`src/design/ccsoc_pkg.sv`:
```
`timescale 1ns / 1ps
`default_nettype none

package ccsoc_pkg;

  localparam int CMD_W      = 2;
  localparam int MV_W       = 16;
  localparam int AS_W       = 32;
  localparam int SOC_W      = 14;
  localparam int WHOLE_W    = 7;
  localparam int CAP_W      = 24;
  localparam int CFG_IDX_W  = 1;
  localparam int CFG_DATA_W = 24;

  localparam logic [CAP_W-1:0] CAP_RESET = 24'd48600;
  localparam logic [SOC_W-1:0] SOC_FULL  = 14'd10000;
  localparam logic [SOC_W-1:0] SOC_EMPTY = 14'd0;

  // piecewise-linear OCV curve, percent points kept in hundredths
  localparam int TABLE_POINTS = 20;
  localparam int SEG_W        = $clog2(TABLE_POINTS);

  localparam logic [MV_W-1:0] CURVE_MV [TABLE_POINTS] = '{
    16'd2500, 16'd3000, 16'd3200, 16'd3300, 16'd3400,
    16'd3500, 16'd3550, 16'd3600, 16'd3650, 16'd3700,
    16'd3750, 16'd3800, 16'd3850, 16'd3900, 16'd3950,
    16'd4000, 16'd4050, 16'd4100, 16'd4150, 16'd4200};

  localparam logic [SOC_W-1:0] CURVE_SOC [TABLE_POINTS] = '{
    14'd0,    14'd100,  14'd200,  14'd400,  14'd800,
    14'd1400, 14'd2000, 14'd2700, 14'd3500, 14'd4300,
    14'd5200, 14'd6000, 14'd6800, 14'd7400, 14'd8000,
    14'd8500, 14'd9000, 14'd9400, 14'd9700, 14'd10000};

  // datapath widths
  localparam int IPROD_W   = MV_W + SOC_W;
  localparam int PROD_W    = SOC_W + CAP_W;
  localparam int NUM_W     = AS_W + SOC_W + 1;
  localparam int DIV_STEPS = SOC_W;
  localparam int DIV_CNT_W = $clog2(DIV_STEPS);
  localparam int DSH_W     = CAP_W + DIV_STEPS - 1;

  localparam logic signed [SOC_W:0] SCALE_S = 15'sd10000;

  // x / 100 == (x * 5243) >> 19 for x < 2^14
  localparam int                 RECIP_W     = 13;
  localparam logic [RECIP_W-1:0] WHOLE_RECIP = 13'd5243;
  localparam int                 WHOLE_SHIFT = 19;
  localparam int                 WPROD_W     = SOC_W + RECIP_W;

  typedef enum logic [CMD_W-1:0] {
    CMD_INIT   = 2'd0,
    CMD_READ   = 2'd1,
    CMD_SRESET = 2'd2,
    CMD_NOP    = 2'd3
  } cmd_t;

  typedef enum logic [CFG_IDX_W-1:0] {
    REG_CAPACITY  = 1'b0,
    REG_DIRECTION = 1'b1
  } cfg_reg_t;

  typedef enum logic [2:0] {
    ST_IDLE,
    ST_DECODE,
    ST_SCAN,
    ST_MUL,
    ST_SUB,
    ST_DIV,
    ST_COMMIT,
    ST_OUT
  } state_t;

  typedef struct packed {
    logic latch_in;
    logic scan_inc;
    logic mul_go;
    logic sub_go;
    logic div_step;
    logic set_const;
    logic commit_div;
    logic commit_base;
    logic commit_sreset;
    logic out_load;
  } ctrl_cmd_t;

  typedef struct packed {
    cmd_t cmd;
    logic mv_le_first;
    logic mv_ge_last;
    logic cap_zero;
    logic held;
    logic seg_hit;
    logic div_last;
    logic out_free;
  } ctrl_sts_t;

endpackage

`default_nettype wire

```
`src/design/coulomb_count_soc_estimator.sv`:
```
// Channel  Signals                                     Direction
// in       in_valid/in_ready, cmd, cell_mv, as_reading  input
// out      out_valid/out_ready, soc/whole/used/flags     output
// cfg      cfg_valid/cfg_ready, cfg_index, cfg_data     input, ready always high
//
// One item at a time. Init: a segment scan of up to 19 steps over the voltage
// table, then multiply, subtract and a 14-step restoring divider. Charge
// update: multiply, subtract, same divider. Other commands skip the datapath.
// Reset clears all estimator state; capacity resets to 48600 As.
// A new item is taken while the previous result waits in the output register;
// a stalled output holds the item after that in its final state.
`timescale 1ns / 1ps
`default_nettype none

module coulomb_count_soc_estimator (
  input  wire logic                                clk,
  input  wire logic                                rst_n,
  input  wire logic                                in_valid,
  output logic                                     in_ready,
  input  wire logic [ccsoc_pkg::CMD_W-1:0]         in_cmd,
  input  wire logic [ccsoc_pkg::MV_W-1:0]          in_cell_mv,
  input  wire logic signed [ccsoc_pkg::AS_W-1:0]   in_as_reading,
  output logic                                     out_valid,
  input  wire logic                                out_ready,
  output logic [ccsoc_pkg::SOC_W-1:0]              out_soc_hundredths,
  output logic [ccsoc_pkg::WHOLE_W-1:0]            out_soc_whole,
  output logic signed [ccsoc_pkg::AS_W-1:0]        out_used_charge_as,
  output logic                                     out_ready_res,
  output logic                                     out_frame_send,
  input  wire logic                                cfg_valid,
  output logic                                     cfg_ready,
  input  wire logic [ccsoc_pkg::CFG_IDX_W-1:0]     cfg_index,
  input  wire logic [ccsoc_pkg::CFG_DATA_W-1:0]    cfg_data
);

  ccsoc_pkg::ctrl_cmd_t cmd;
  ccsoc_pkg::ctrl_sts_t sts;

  assign cfg_ready = 1'b1;

  ccsoc_ctrl u_ctrl (
    .clk      (clk),
    .rst_n    (rst_n),
    .in_valid (in_valid),
    .in_ready (in_ready),
    .sts      (sts),
    .cmd      (cmd)
  );

  ccsoc_dp u_dp (
    .clk                (clk),
    .rst_n              (rst_n),
    .in_cmd             (in_cmd),
    .in_cell_mv         (in_cell_mv),
    .in_as_reading      (in_as_reading),
    .cfg_valid          (cfg_valid),
    .cfg_index          (cfg_index),
    .cfg_data           (cfg_data),
    .out_valid          (out_valid),
    .out_ready          (out_ready),
    .out_soc_hundredths (out_soc_hundredths),
    .out_soc_whole      (out_soc_whole),
    .out_used_charge_as (out_used_charge_as),
    .out_ready_res      (out_ready_res),
    .out_frame_send     (out_frame_send),
    .cmd                (cmd),
    .sts                (sts)
  );

  a_soc_range: assert property (@(posedge clk) disable iff (!rst_n)
    out_valid |-> out_soc_hundredths <= ccsoc_pkg::SOC_FULL)
    else $error("soc out of range");

  a_whole_match: assert property (@(posedge clk) disable iff (!rst_n)
    out_valid |-> (16'(out_soc_whole) * 16'd100 <= 16'(out_soc_hundredths)) &&
                  (16'(out_soc_hundredths) < 16'(out_soc_whole) * 16'd100 + 16'd100))
    else $error("whole percent mismatch");

  a_send_needs_baseline: assert property (@(posedge clk) disable iff (!rst_n)
    (out_valid && out_frame_send) |-> (out_soc_whole < 7'd100))
    else $error("frame sent at full charge");

  a_busy_after_accept: assert property (@(posedge clk) disable iff (!rst_n)
    (in_valid && in_ready) |=> !in_ready)
    else $error("second transfer taken while busy");

endmodule

`default_nettype wire

```
`src/design/ccsoc_ctrl.sv`:
```
`timescale 1ns / 1ps
`default_nettype none

module ccsoc_ctrl (
  input  wire logic                  clk,
  input  wire logic                  rst_n,
  input  wire logic                  in_valid,
  output logic                       in_ready,
  input  wire ccsoc_pkg::ctrl_sts_t  sts,
  output ccsoc_pkg::ctrl_cmd_t       cmd
);

  ccsoc_pkg::state_t state_r, state_nxt;

  always_ff @(posedge clk) begin
    if (!rst_n) begin
      state_r <= ccsoc_pkg::ST_IDLE;
    end else begin
      state_r <= state_nxt;
    end
  end

  always_comb begin
    state_nxt = state_r;
    unique case (state_r)
      ccsoc_pkg::ST_IDLE: begin
        if (in_valid) begin
          state_nxt = ccsoc_pkg::ST_DECODE;
        end
      end
      ccsoc_pkg::ST_DECODE: begin
        unique case (sts.cmd)
          ccsoc_pkg::CMD_INIT: begin
            if (sts.mv_le_first || sts.mv_ge_last) begin
              state_nxt = ccsoc_pkg::ST_OUT;
            end else begin
              state_nxt = ccsoc_pkg::ST_SCAN;
            end
          end
          ccsoc_pkg::CMD_READ: begin
            if (sts.cap_zero || !sts.held) begin
              state_nxt = ccsoc_pkg::ST_OUT;
            end else begin
              state_nxt = ccsoc_pkg::ST_MUL;
            end
          end
          ccsoc_pkg::CMD_SRESET: state_nxt = ccsoc_pkg::ST_OUT;
          ccsoc_pkg::CMD_NOP:    state_nxt = ccsoc_pkg::ST_OUT;
          default:               state_nxt = ccsoc_pkg::ST_OUT;
        endcase
      end
      ccsoc_pkg::ST_SCAN: begin
        if (sts.seg_hit) begin
          state_nxt = ccsoc_pkg::ST_MUL;
        end
      end
      ccsoc_pkg::ST_MUL: state_nxt = ccsoc_pkg::ST_SUB;
      ccsoc_pkg::ST_SUB: state_nxt = ccsoc_pkg::ST_DIV;
      ccsoc_pkg::ST_DIV: begin
        if (sts.div_last) begin
          state_nxt = ccsoc_pkg::ST_COMMIT;
        end
      end
      ccsoc_pkg::ST_COMMIT: state_nxt = ccsoc_pkg::ST_OUT;
      ccsoc_pkg::ST_OUT: begin
        if (sts.out_free) begin
          state_nxt = ccsoc_pkg::ST_IDLE;
        end
      end
      default: state_nxt = ccsoc_pkg::ST_IDLE;
    endcase
  end

  always_comb begin
    cmd      = '0;
    in_ready = 1'b0;
    unique case (state_r)
      ccsoc_pkg::ST_IDLE: begin
        in_ready     = 1'b1;
        cmd.latch_in = in_valid;
      end
      ccsoc_pkg::ST_DECODE: begin
        unique case (sts.cmd)
          ccsoc_pkg::CMD_INIT:   cmd.set_const     = sts.mv_le_first || sts.mv_ge_last;
          ccsoc_pkg::CMD_READ:   cmd.commit_base   = !sts.cap_zero && !sts.held;
          ccsoc_pkg::CMD_SRESET: cmd.commit_sreset = 1'b1;
          ccsoc_pkg::CMD_NOP:    cmd.commit_sreset = 1'b0;
          default:               cmd.commit_sreset = 1'b0;
        endcase
      end
      ccsoc_pkg::ST_SCAN:   cmd.scan_inc   = !sts.seg_hit;
      ccsoc_pkg::ST_MUL:    cmd.mul_go     = 1'b1;
      ccsoc_pkg::ST_SUB:    cmd.sub_go     = 1'b1;
      ccsoc_pkg::ST_DIV:    cmd.div_step   = 1'b1;
      ccsoc_pkg::ST_COMMIT: cmd.commit_div = 1'b1;
      ccsoc_pkg::ST_OUT:    cmd.out_load   = sts.out_free;
      default:              cmd            = '0;
    endcase
  end

endmodule

`default_nettype wire

```
`src/design/ccsoc_dp.sv`:
```
`timescale 1ns / 1ps
`default_nettype none

module ccsoc_dp (
  input  wire logic                                clk,
  input  wire logic                                rst_n,
  input  wire logic [ccsoc_pkg::CMD_W-1:0]         in_cmd,
  input  wire logic [ccsoc_pkg::MV_W-1:0]          in_cell_mv,
  input  wire logic signed [ccsoc_pkg::AS_W-1:0]   in_as_reading,
  input  wire logic                                cfg_valid,
  input  wire logic [ccsoc_pkg::CFG_IDX_W-1:0]     cfg_index,
  input  wire logic [ccsoc_pkg::CFG_DATA_W-1:0]    cfg_data,
  output logic                                     out_valid,
  input  wire logic                                out_ready,
  output logic [ccsoc_pkg::SOC_W-1:0]              out_soc_hundredths,
  output logic [ccsoc_pkg::WHOLE_W-1:0]            out_soc_whole,
  output logic signed [ccsoc_pkg::AS_W-1:0]        out_used_charge_as,
  output logic                                     out_ready_res,
  output logic                                     out_frame_send,
  input  wire ccsoc_pkg::ctrl_cmd_t                cmd,
  output ccsoc_pkg::ctrl_sts_t                     sts
);

  localparam int SOC_W   = ccsoc_pkg::SOC_W;
  localparam int AS_W    = ccsoc_pkg::AS_W;
  localparam int MV_W    = ccsoc_pkg::MV_W;
  localparam int CAP_W   = ccsoc_pkg::CAP_W;
  localparam int SEG_W   = ccsoc_pkg::SEG_W;
  localparam int PROD_W  = ccsoc_pkg::PROD_W;
  localparam int IPROD_W = ccsoc_pkg::IPROD_W;
  localparam int NUM_W   = ccsoc_pkg::NUM_W;
  localparam int DSH_W   = ccsoc_pkg::DSH_W;
  localparam int CNT_W   = ccsoc_pkg::DIV_CNT_W;
  localparam int WPROD_W = ccsoc_pkg::WPROD_W;

  // captured item
  ccsoc_pkg::cmd_t               cmd_r, cmd_nxt;
  logic [MV_W-1:0]               mv_r, mv_nxt;
  logic signed [AS_W-1:0]        rd_r, rd_nxt;

  // config
  logic [CAP_W-1:0]              cap_r, cap_nxt;
  logic                          dir_r, dir_nxt;

  // estimator state
  logic [SOC_W-1:0]              soc_start_r, soc_start_nxt;
  logic [SOC_W-1:0]              soc_cur_r, soc_cur_nxt;
  logic signed [AS_W-1:0]        base_r, base_nxt;
  logic signed [AS_W-1:0]        latest_r, latest_nxt;
  logic                          held_r, held_nxt;
  logic                          init_r, init_nxt;
  logic                          send_r, send_nxt;

  // arithmetic
  logic [SEG_W-1:0]              seg_r, seg_nxt;
  logic [PROD_W-1:0]             p1_r, p1_nxt;
  logic signed [NUM_W-1:0]       p2_r, p2_nxt;
  logic [CAP_W-1:0]              den_r, den_nxt;
  logic [SOC_W-1:0]              pbase_r, pbase_nxt;
  logic [NUM_W-1:0]              rem_r, rem_nxt;
  logic [DSH_W-1:0]              dsh_r, dsh_nxt;
  logic [SOC_W-1:0]              q_r, q_nxt;
  logic [CNT_W-1:0]              cnt_r, cnt_nxt;
  logic                          neg_r, neg_nxt;
  logic                          sat_r, sat_nxt;

  // result register
  logic                          ov_r, ov_nxt;
  logic [SOC_W-1:0]              o_soc_r, o_soc_nxt;
  logic [ccsoc_pkg::WHOLE_W-1:0] o_whole_r, o_whole_nxt;
  logic signed [AS_W-1:0]        o_used_r, o_used_nxt;
  logic                          o_rdy_r, o_rdy_nxt;
  logic                          o_send_r, o_send_nxt;

  logic [SEG_W-1:0]              seg_hi;
  logic [MV_W-1:0]               seg_lo_mv, seg_hi_mv;
  logic [MV_W-1:0]               dmv;
  logic [SOC_W-1:0]              span100;
  logic [IPROD_W-1:0]            ip_prod;
  logic [PROD_W-1:0]             cp_prod;
  logic signed [AS_W-1:0]        disch_rd, disch_lat;
  logic signed [NUM_W-1:0]       dp_prod;
  logic signed [NUM_W-1:0]       num;
  logic                          ge;
  logic [SOC_W-1:0]              q_clamp;
  logic [SOC_W-1:0]              soc_interp;
  logic [SOC_W-1:0]              soc_edge;
  logic [WPROD_W-1:0]            whole_prod;

  assign seg_hi    = SEG_W'(seg_r + 1'b1);
  assign seg_lo_mv = ccsoc_pkg::CURVE_MV[seg_r];
  assign seg_hi_mv = ccsoc_pkg::CURVE_MV[seg_hi];
  assign dmv       = mv_r - seg_lo_mv;
  assign span100   = ccsoc_pkg::CURVE_SOC[seg_hi] - ccsoc_pkg::CURVE_SOC[seg_r];
  assign ip_prod   = IPROD_W'(dmv) * IPROD_W'(span100);
  assign cp_prod   = PROD_W'(soc_start_r) * PROD_W'(cap_r);

  assign disch_rd  = dir_r ? (rd_r - base_r) : (base_r - rd_r);
  assign disch_lat = dir_r ? (latest_r - base_r) : (base_r - latest_r);
  assign dp_prod   = NUM_W'(disch_rd) * NUM_W'(ccsoc_pkg::SCALE_S);

  assign num = $signed({{(NUM_W-PROD_W){1'b0}}, p1_r}) - p2_r;
  assign ge  = rem_r >= {{(NUM_W-DSH_W){1'b0}}, dsh_r};

  always_comb begin
    priority if (neg_r) begin
      q_clamp = ccsoc_pkg::SOC_EMPTY;
    end else if (sat_r || (q_r > ccsoc_pkg::SOC_FULL)) begin
      q_clamp = ccsoc_pkg::SOC_FULL;
    end else begin
      q_clamp = q_r;
    end
  end

  assign soc_interp = pbase_r + q_r;
  assign soc_edge   = sts.mv_le_first ? ccsoc_pkg::CURVE_SOC[0]
                                      : ccsoc_pkg::CURVE_SOC[ccsoc_pkg::TABLE_POINTS-1];
  assign whole_prod = WPROD_W'(soc_cur_r) * WPROD_W'(ccsoc_pkg::WHOLE_RECIP);

  always_comb begin
    sts.cmd         = cmd_r;
    sts.mv_le_first = mv_r <= ccsoc_pkg::CURVE_MV[0];
    sts.mv_ge_last  = mv_r >= ccsoc_pkg::CURVE_MV[ccsoc_pkg::TABLE_POINTS-1];
    sts.cap_zero    = cap_r == '0;
    sts.held        = held_r;
    sts.seg_hit     = (mv_r >= seg_lo_mv) && (mv_r <= seg_hi_mv);
    sts.div_last    = cnt_r == CNT_W'(ccsoc_pkg::DIV_STEPS - 1);
    sts.out_free    = !ov_r || out_ready;
  end

  always_comb begin
    cmd_nxt       = cmd_r;
    mv_nxt        = mv_r;
    rd_nxt        = rd_r;
    cap_nxt       = cap_r;
    dir_nxt       = dir_r;
    soc_start_nxt = soc_start_r;
    soc_cur_nxt   = soc_cur_r;
    base_nxt      = base_r;
    latest_nxt    = latest_r;
    held_nxt      = held_r;
    init_nxt      = init_r;
    send_nxt      = send_r;
    seg_nxt       = seg_r;
    p1_nxt        = p1_r;
    p2_nxt        = p2_r;
    den_nxt       = den_r;
    pbase_nxt     = pbase_r;
    rem_nxt       = rem_r;
    dsh_nxt       = dsh_r;
    q_nxt         = q_r;
    cnt_nxt       = cnt_r;
    neg_nxt       = neg_r;
    sat_nxt       = sat_r;
    ov_nxt        = ov_r;
    o_soc_nxt     = o_soc_r;
    o_whole_nxt   = o_whole_r;
    o_used_nxt    = o_used_r;
    o_rdy_nxt     = o_rdy_r;
    o_send_nxt    = o_send_r;

    if (cfg_valid) begin
      unique case (ccsoc_pkg::cfg_reg_t'(cfg_index))
        ccsoc_pkg::REG_CAPACITY:  cap_nxt = cfg_data;
        ccsoc_pkg::REG_DIRECTION: dir_nxt = cfg_data[0];
        default:                  cap_nxt = cap_r;
      endcase
    end

    if (cmd.latch_in) begin
      cmd_nxt  = ccsoc_pkg::cmd_t'(in_cmd);
      mv_nxt   = in_cell_mv;
      rd_nxt   = in_as_reading;
      seg_nxt  = '0;
      send_nxt = 1'b0;
    end

    if (cmd.scan_inc) begin
      seg_nxt = seg_hi;
    end

    if (cmd.mul_go) begin
      if (cmd_r == ccsoc_pkg::CMD_INIT) begin
        p1_nxt    = PROD_W'(ip_prod);
        p2_nxt    = '0;
        den_nxt   = CAP_W'(seg_hi_mv - seg_lo_mv);
        pbase_nxt = ccsoc_pkg::CURVE_SOC[seg_r];
      end else begin
        p1_nxt    = cp_prod;
        p2_nxt    = dp_prod;
        den_nxt   = cap_r;
        pbase_nxt = '0;
      end
    end

    if (cmd.sub_go) begin
      neg_nxt = num[NUM_W-1];
      sat_nxt = !num[NUM_W-1] &&
                (NUM_W'(num) >= {{(NUM_W-CAP_W-SOC_W){1'b0}}, den_r, {SOC_W{1'b0}}});
      rem_nxt = num[NUM_W-1] ? '0 : NUM_W'(num);
      dsh_nxt = {den_r, {(DSH_W-CAP_W){1'b0}}};
      q_nxt   = '0;
      cnt_nxt = '0;
    end

    if (cmd.div_step) begin
      if (ge) begin
        rem_nxt = rem_r - {{(NUM_W-DSH_W){1'b0}}, dsh_r};
      end
      q_nxt   = {q_r[SOC_W-2:0], ge};
      dsh_nxt = dsh_r >> 1;
      cnt_nxt = CNT_W'(cnt_r + 1'b1);
    end

    if (cmd.set_const) begin
      soc_start_nxt = soc_edge;
      soc_cur_nxt   = soc_edge;
      held_nxt      = 1'b0;
      base_nxt      = '0;
      latest_nxt    = '0;
      init_nxt      = 1'b1;
    end

    if (cmd.commit_div) begin
      if (cmd_r == ccsoc_pkg::CMD_INIT) begin
        soc_start_nxt = soc_interp;
        soc_cur_nxt   = soc_interp;
        held_nxt      = 1'b0;
        base_nxt      = '0;
        latest_nxt    = '0;
        init_nxt      = 1'b1;
      end else begin
        soc_cur_nxt = q_clamp;
        latest_nxt  = rd_r;
        send_nxt    = q_clamp < ccsoc_pkg::SOC_FULL;
      end
    end

    if (cmd.commit_base) begin
      latest_nxt = rd_r;
      base_nxt   = rd_r;
      held_nxt   = 1'b1;
    end

    if (cmd.commit_sreset) begin
      soc_start_nxt = soc_cur_r;
      held_nxt      = 1'b0;
      base_nxt      = '0;
    end

    priority if (cmd.out_load) begin
      ov_nxt      = 1'b1;
      o_soc_nxt   = soc_cur_r;
      o_whole_nxt = whole_prod[ccsoc_pkg::WHOLE_SHIFT +: ccsoc_pkg::WHOLE_W];
      o_used_nxt  = held_r ? disch_lat : '0;
      o_rdy_nxt   = init_r && held_r;
      o_send_nxt  = send_r;
    end else if (out_ready) begin
      ov_nxt = 1'b0;
    end else begin
      ov_nxt = ov_r;
    end
  end

  always_ff @(posedge clk) begin
    if (!rst_n) begin
      cap_r       <= ccsoc_pkg::CAP_RESET;
      dir_r       <= 1'b0;
      soc_start_r <= '0;
      soc_cur_r   <= '0;
      base_r      <= '0;
      latest_r    <= '0;
      held_r      <= 1'b0;
      init_r      <= 1'b0;
      send_r      <= 1'b0;
      ov_r        <= 1'b0;
    end else begin
      cap_r       <= cap_nxt;
      dir_r       <= dir_nxt;
      soc_start_r <= soc_start_nxt;
      soc_cur_r   <= soc_cur_nxt;
      base_r      <= base_nxt;
      latest_r    <= latest_nxt;
      held_r      <= held_nxt;
      init_r      <= init_nxt;
      send_r      <= send_nxt;
      ov_r        <= ov_nxt;
    end
  end

  always_ff @(posedge clk) begin
    cmd_r     <= cmd_nxt;
    mv_r      <= mv_nxt;
    rd_r      <= rd_nxt;
    seg_r     <= seg_nxt;
    p1_r      <= p1_nxt;
    p2_r      <= p2_nxt;
    den_r     <= den_nxt;
    pbase_r   <= pbase_nxt;
    rem_r     <= rem_nxt;
    dsh_r     <= dsh_nxt;
    q_r       <= q_nxt;
    cnt_r     <= cnt_nxt;
    neg_r     <= neg_nxt;
    sat_r     <= sat_nxt;
    o_soc_r   <= o_soc_nxt;
    o_whole_r <= o_whole_nxt;
    o_used_r  <= o_used_nxt;
    o_rdy_r   <= o_rdy_nxt;
    o_send_r  <= o_send_nxt;
  end

  assign out_valid          = ov_r;
  assign out_soc_hundredths = o_soc_r;
  assign out_soc_whole      = o_whole_r;
  assign out_used_charge_as = o_used_r;
  assign out_ready_res      = o_rdy_r;
  assign out_frame_send     = o_send_r;

endmodule

`default_nettype wire

```
`config.mk`:
```
export PLATFORM = sky130hd
export DESIGN_NAME = coulomb_count_soc_estimator
export DESIGN_NICKNAME = d
export VERILOG_FILES = /design/src/design/ccsoc_pkg.sv /design/src/design/coulomb_count_soc_estimator.sv /design/src/design/ccsoc_ctrl.sv /design/src/design/ccsoc_dp.sv
export SDC_FILE = /design/constraint.sdc
export NUM_CORES = 2
export LEC_CHECK = 0
export ABC_AREA = 1
export BUFFER_PORTS_ARGS = -buffer_cell sky130_fd_sc_hd__buf_4
export CAP_MARGIN = 20
export CORE_MARGIN = 5
export CORE_UTILIZATION = 55
export DETAILED_ROUTE_END_ITERATION = 16
export GPL_ROUTABILITY_DRIVEN = 0
export PLACE_DENSITY = 0.71
export SKIP_CTS_REPAIR_TIMING = 1
export SLEW_MARGIN = 20
export SYNTH_ARGS = -nofsm -noshare
export SYNTH_HDL_FRONTEND = slang
export SYNTH_SLANG_ARGS = --single-unit
```
`constraint.sdc`:
```
create_clock -name clk -period 10.9 [get_ports clk]
set_input_delay 1.635 -clock clk [delete_from_list [all_inputs] [get_ports clk]]
set_output_delay 1.635 -clock clk [all_outputs]
set_load 0.005 [all_outputs]
```
==> impl_metrics.env <==
export IMPL_grt_pass1_vias=52700
export IMPL_cp_required_ns=11.30
export IMPL_vias_per_cell=5.64
export IMPL_critPathLaunch="u_dp.seg_r[0]"
export IMPL_clock_skew_ns=0.0616
export IMPL_synth_top_cell_area_share=0.186
export IMPL_worstMarginPinSlew_ns=1.10
export IMPL_vias=54300
export IMPL_setup_tns_final_ns=0
export IMPL_port_buffers=136
export IMPL_tritoncts="yes"
export IMPL_syn_nets=9495
export IMPL_drc=0
export IMPL_avgSynthCellArea_um2=7.53
export IMPL_path_max_fanout=15
export IMPL_yosysWarnings=0
export IMPL_path_class="reg -> reg"
export IMPL_die_height_um=343
export IMPL_antenna_found_initial=4
export IMPL_r2r_start="u_dp.seg_r[0]"
export IMPL_root_buffer="clkbuf_16"
export IMPL_ys_ff_latch=455
export IMPL_drive_gt1_frac=0.0459
export IMPL_rsz0062_at_grt="no"
export IMPL_reg2reg_depth=42
export IMPL_h_tree_depth=2
export IMPL_crit_buf_inv=10
export IMPL_cts_sinks=455
export IMPL_setup_violations=0
export IMPL_clk_latency_ns=0.71
export IMPL_io_pins=138
export IMPL_final_common_cell="nand2_1"
export IMPL_endpoint="u_dp.p1_r[26]"
export IMPL_cp_arrival_ns=10.37
export IMPL_yosys_area_top_type="fa_1"
export IMPL_drv_slew=0
export IMPL_postRouteWirelength_mm=181
export IMPL_worstSetupStartpointType="flop"
export IMPL_synthFlopType="edfxtp_1"
export IMPL_layout_nets=9496
export IMPL_rr_endpoint="u_dp.p1_r[26]"
export IMPL_synth_cell_types=66
export IMPL_crit_cells=42
export IMPL_start_util=0.552
export IMPL_grt_overflow_total=0
export IMPL_hold_viol=0
export IMPL_ys_async_sr_fraction=0
export IMPL_syn_cell_area_mm2=0.0609
export IMPL_wl_met1_mm=75.1
export IMPL_wl_per_cell_um=18.7
export IMPL_grt_max_degree=78
export IMPL_hpwlAfterDp_mm=147
export IMPL_dr_pass1_iters=7
export IMPL_cap_violations=0
export IMPL_maxUsedRoutingLayer="met5"
export IMPL_dieWidth_um=343
export IMPL_outcome="finished, final reports clean"
export IMPL_final_min_clock_period_ns=9.97
export IMPL_cts_path_max_buffers=3
export IMPL_std_cell_rows=122
export IMPL_core_area_mm2=0.110
export IMPL_final_cell_mix="nand2_1 (1826), inv_1 (1546), ha_1 (752), a21oi_1 (636), nor2_1 (633)"
export IMPL_syn_inst=8096
export IMPL_cp_end_kind="flop"
export IMPL_slowest_stage="xor2_1"
export IMPL_fmax_mhz=100
export IMPL_synth_edff_count=283
export IMPL_synthTopCellsByArea="fa_1 (19%), ha_1 (15%), edfxtp_1 (14%)"
export IMPL_postRouteAntennaNets=0
export IMPL_dr_first_iter_drc_count=5648
export IMPL_rrSetupSlack_ns=0.93
export IMPL_wl_met2_mm=79.6
export IMPL_die_area_mm2=0.118
export IMPL_maxSlewHeadroom=0.267
export IMPL_cts_buffers=57
export IMPL_post_route_period_util=0.915
export IMPL_grt_util_all_layers=0.303
export IMPL_grt_pass1_wl_mm=286
export IMPL_clk_pin_slew_ns=0.06
export IMPL_max_stage_delay_ns=0.73
export IMPL_critPathTopFamily="adder cells"
export IMPL_ys_seq_area_frac=0.196
export IMPL_crit_path_frequent_cell="inv_1"
export IMPL_worstHoldPathType="reg -> reg"
export IMPL_routed_wl_met3_mm=17.1
export IMPL_area_growth_syn_to_layout_pct=6.67
[worst min-delay path, stage by stage (launching register included)]
cell and delay (ns):
dfxtp_1 0.32, nand2_1 0.06, a21oi_1 0.05
[final cells by class]
cell class,count,area (µm²)
antenna,1,2.50
clock buffer,82,1630
clock inverter,24,250
fill,10000,45400
inverter,1588,5960
multi-input combinational,5822,42000
sequential,455,11900
tap,1488,1860
timing repair buffer,173,1310
[stage by stage]
stage / worst slack (ns) / area, µm² / utilization / hold WS (ns) / cells
3_5_place_dp: 1.17 / 63100 / 0.572 / 0.467 / 9526
3_3_place_gp: 1.28 / 63100 / 0.572 / 0.464 / 9525
2_1_floorplan: 2.98 / 60900 / - / 0.409 / 8096
6_report: 0.930 / 65000 / 0.589 / 0.481 / 9633
5_1_grt: 0.194 / 65000 / 0.589 / 0.496 / 9632
4_1_cts: 1.09 / 65000 / 0.589 / 0.483 / 9632
[cells by family (layout without fill, tap and decap cells)]
| group | Yosys count | after routing | synth area share |
|---|---|---|---|
| buffers and inverters | 1819 | 1867 | 0.115 |
| AOI/OAI and AO/OA | 1441 | 1441 | 0.130 |
| DFF | 455 | 455 | 0.196 |
| other | 1 | 2 | 0.0000615 |
| xor gates and xnor gates | 169 | 169 | 0.0244 |
| adders and majority gates | 1319 | 1319 | 0.341 |
| and+or+nand+nor | 2886 | 2886 | 0.192 |
| muxes | 6 | 6 | 0.000986 |
[registers in the layout (all words and copies together), names as in the netlist, 2 cells and up]
signal / count
u_ctrl.state_r: 3
u_dp.base_r: 32
u_dp.cap_r: 24
u_dp.cmd_r: 2
u_dp.cnt_r: 4
u_dp.den_r: 24
u_dp.dsh_r: 37
u_dp.latest_r: 32
u_dp.mv_r: 16
u_dp.out_soc_hundredths: 14
u_dp.out_soc_whole: 7
u_dp.out_used_charge_as: 32
u_dp.p1_r: 38
u_dp.p2_r: 43
u_dp.pbase_r: 12
u_dp.q_r: 14
u_dp.rd_r: 32
u_dp.rem_r: 47
u_dp.seg_r: 5
u_dp.soc_cur_r: 14
u_dp.soc_start_r: 14
[routing by layer]
layer / up-vias / track usage
met5: - / 0
met4: 8 / 0.116
met3: 466 / 0.0631
met2: 2533 / 0.481
met1: 25500 / 0.411
li1: 25800 / -
[cells in the mapped netlist, types with 8 or more instances]
master and n:
a21boi_0 14, a21o_1 50, a21oi_1 636, a221oi_1 10, a31oi_1 54, and3_1 11, buf_1 9, buf_2 15
buf_4 13, buf_6 9, clkbuf_1 179, clkinv_1 10, dfxtp_1 172, edfxtp_1 283, fa_1 567, ha_1 752
inv_1 1550, inv_2 28, nand2_1 1828, nand2_2 9, nand3_1 203, nand3_2 22, nand3b_1 20, nand4_1 38
nor2_1 640, nor2_2 8, nor3_1 52, nor4_1 19, o2111ai_1 11, o211ai_1 40, o21a_1 27, o21ai_0 467
o21ai_1 31, o21bai_1 38, o221ai_1 10, o22ai_1 16, o31ai_1 11, or2_2 17, xnor2_1 68, xor2_1 100
[how the worst min path moves through the flow]
stage	cells past startpoint	endpoint	slack [ns]	startpoint
after floorplan	0	u_dp.out_frame_send	0.41	u_dp.send_r
after global placement	0	u_dp.out_frame_send	0.46	u_dp.send_r
after detailed placement	2	u_dp.init_r	0.47	u_dp.init_r
after CTS	2	u_dp.latest_r[2]	0.48	u_dp.latest_r[2]
after global routing	2	u_dp.latest_r[0]	0.50	u_dp.latest_r[0]
final	2	u_dp.latest_r[31]	0.48	u_dp.latest_r[31]
Power is left out: the tool's default activity adds up to more than one toggle a clock period on the data nets, which glitch-free logic cannot reach.
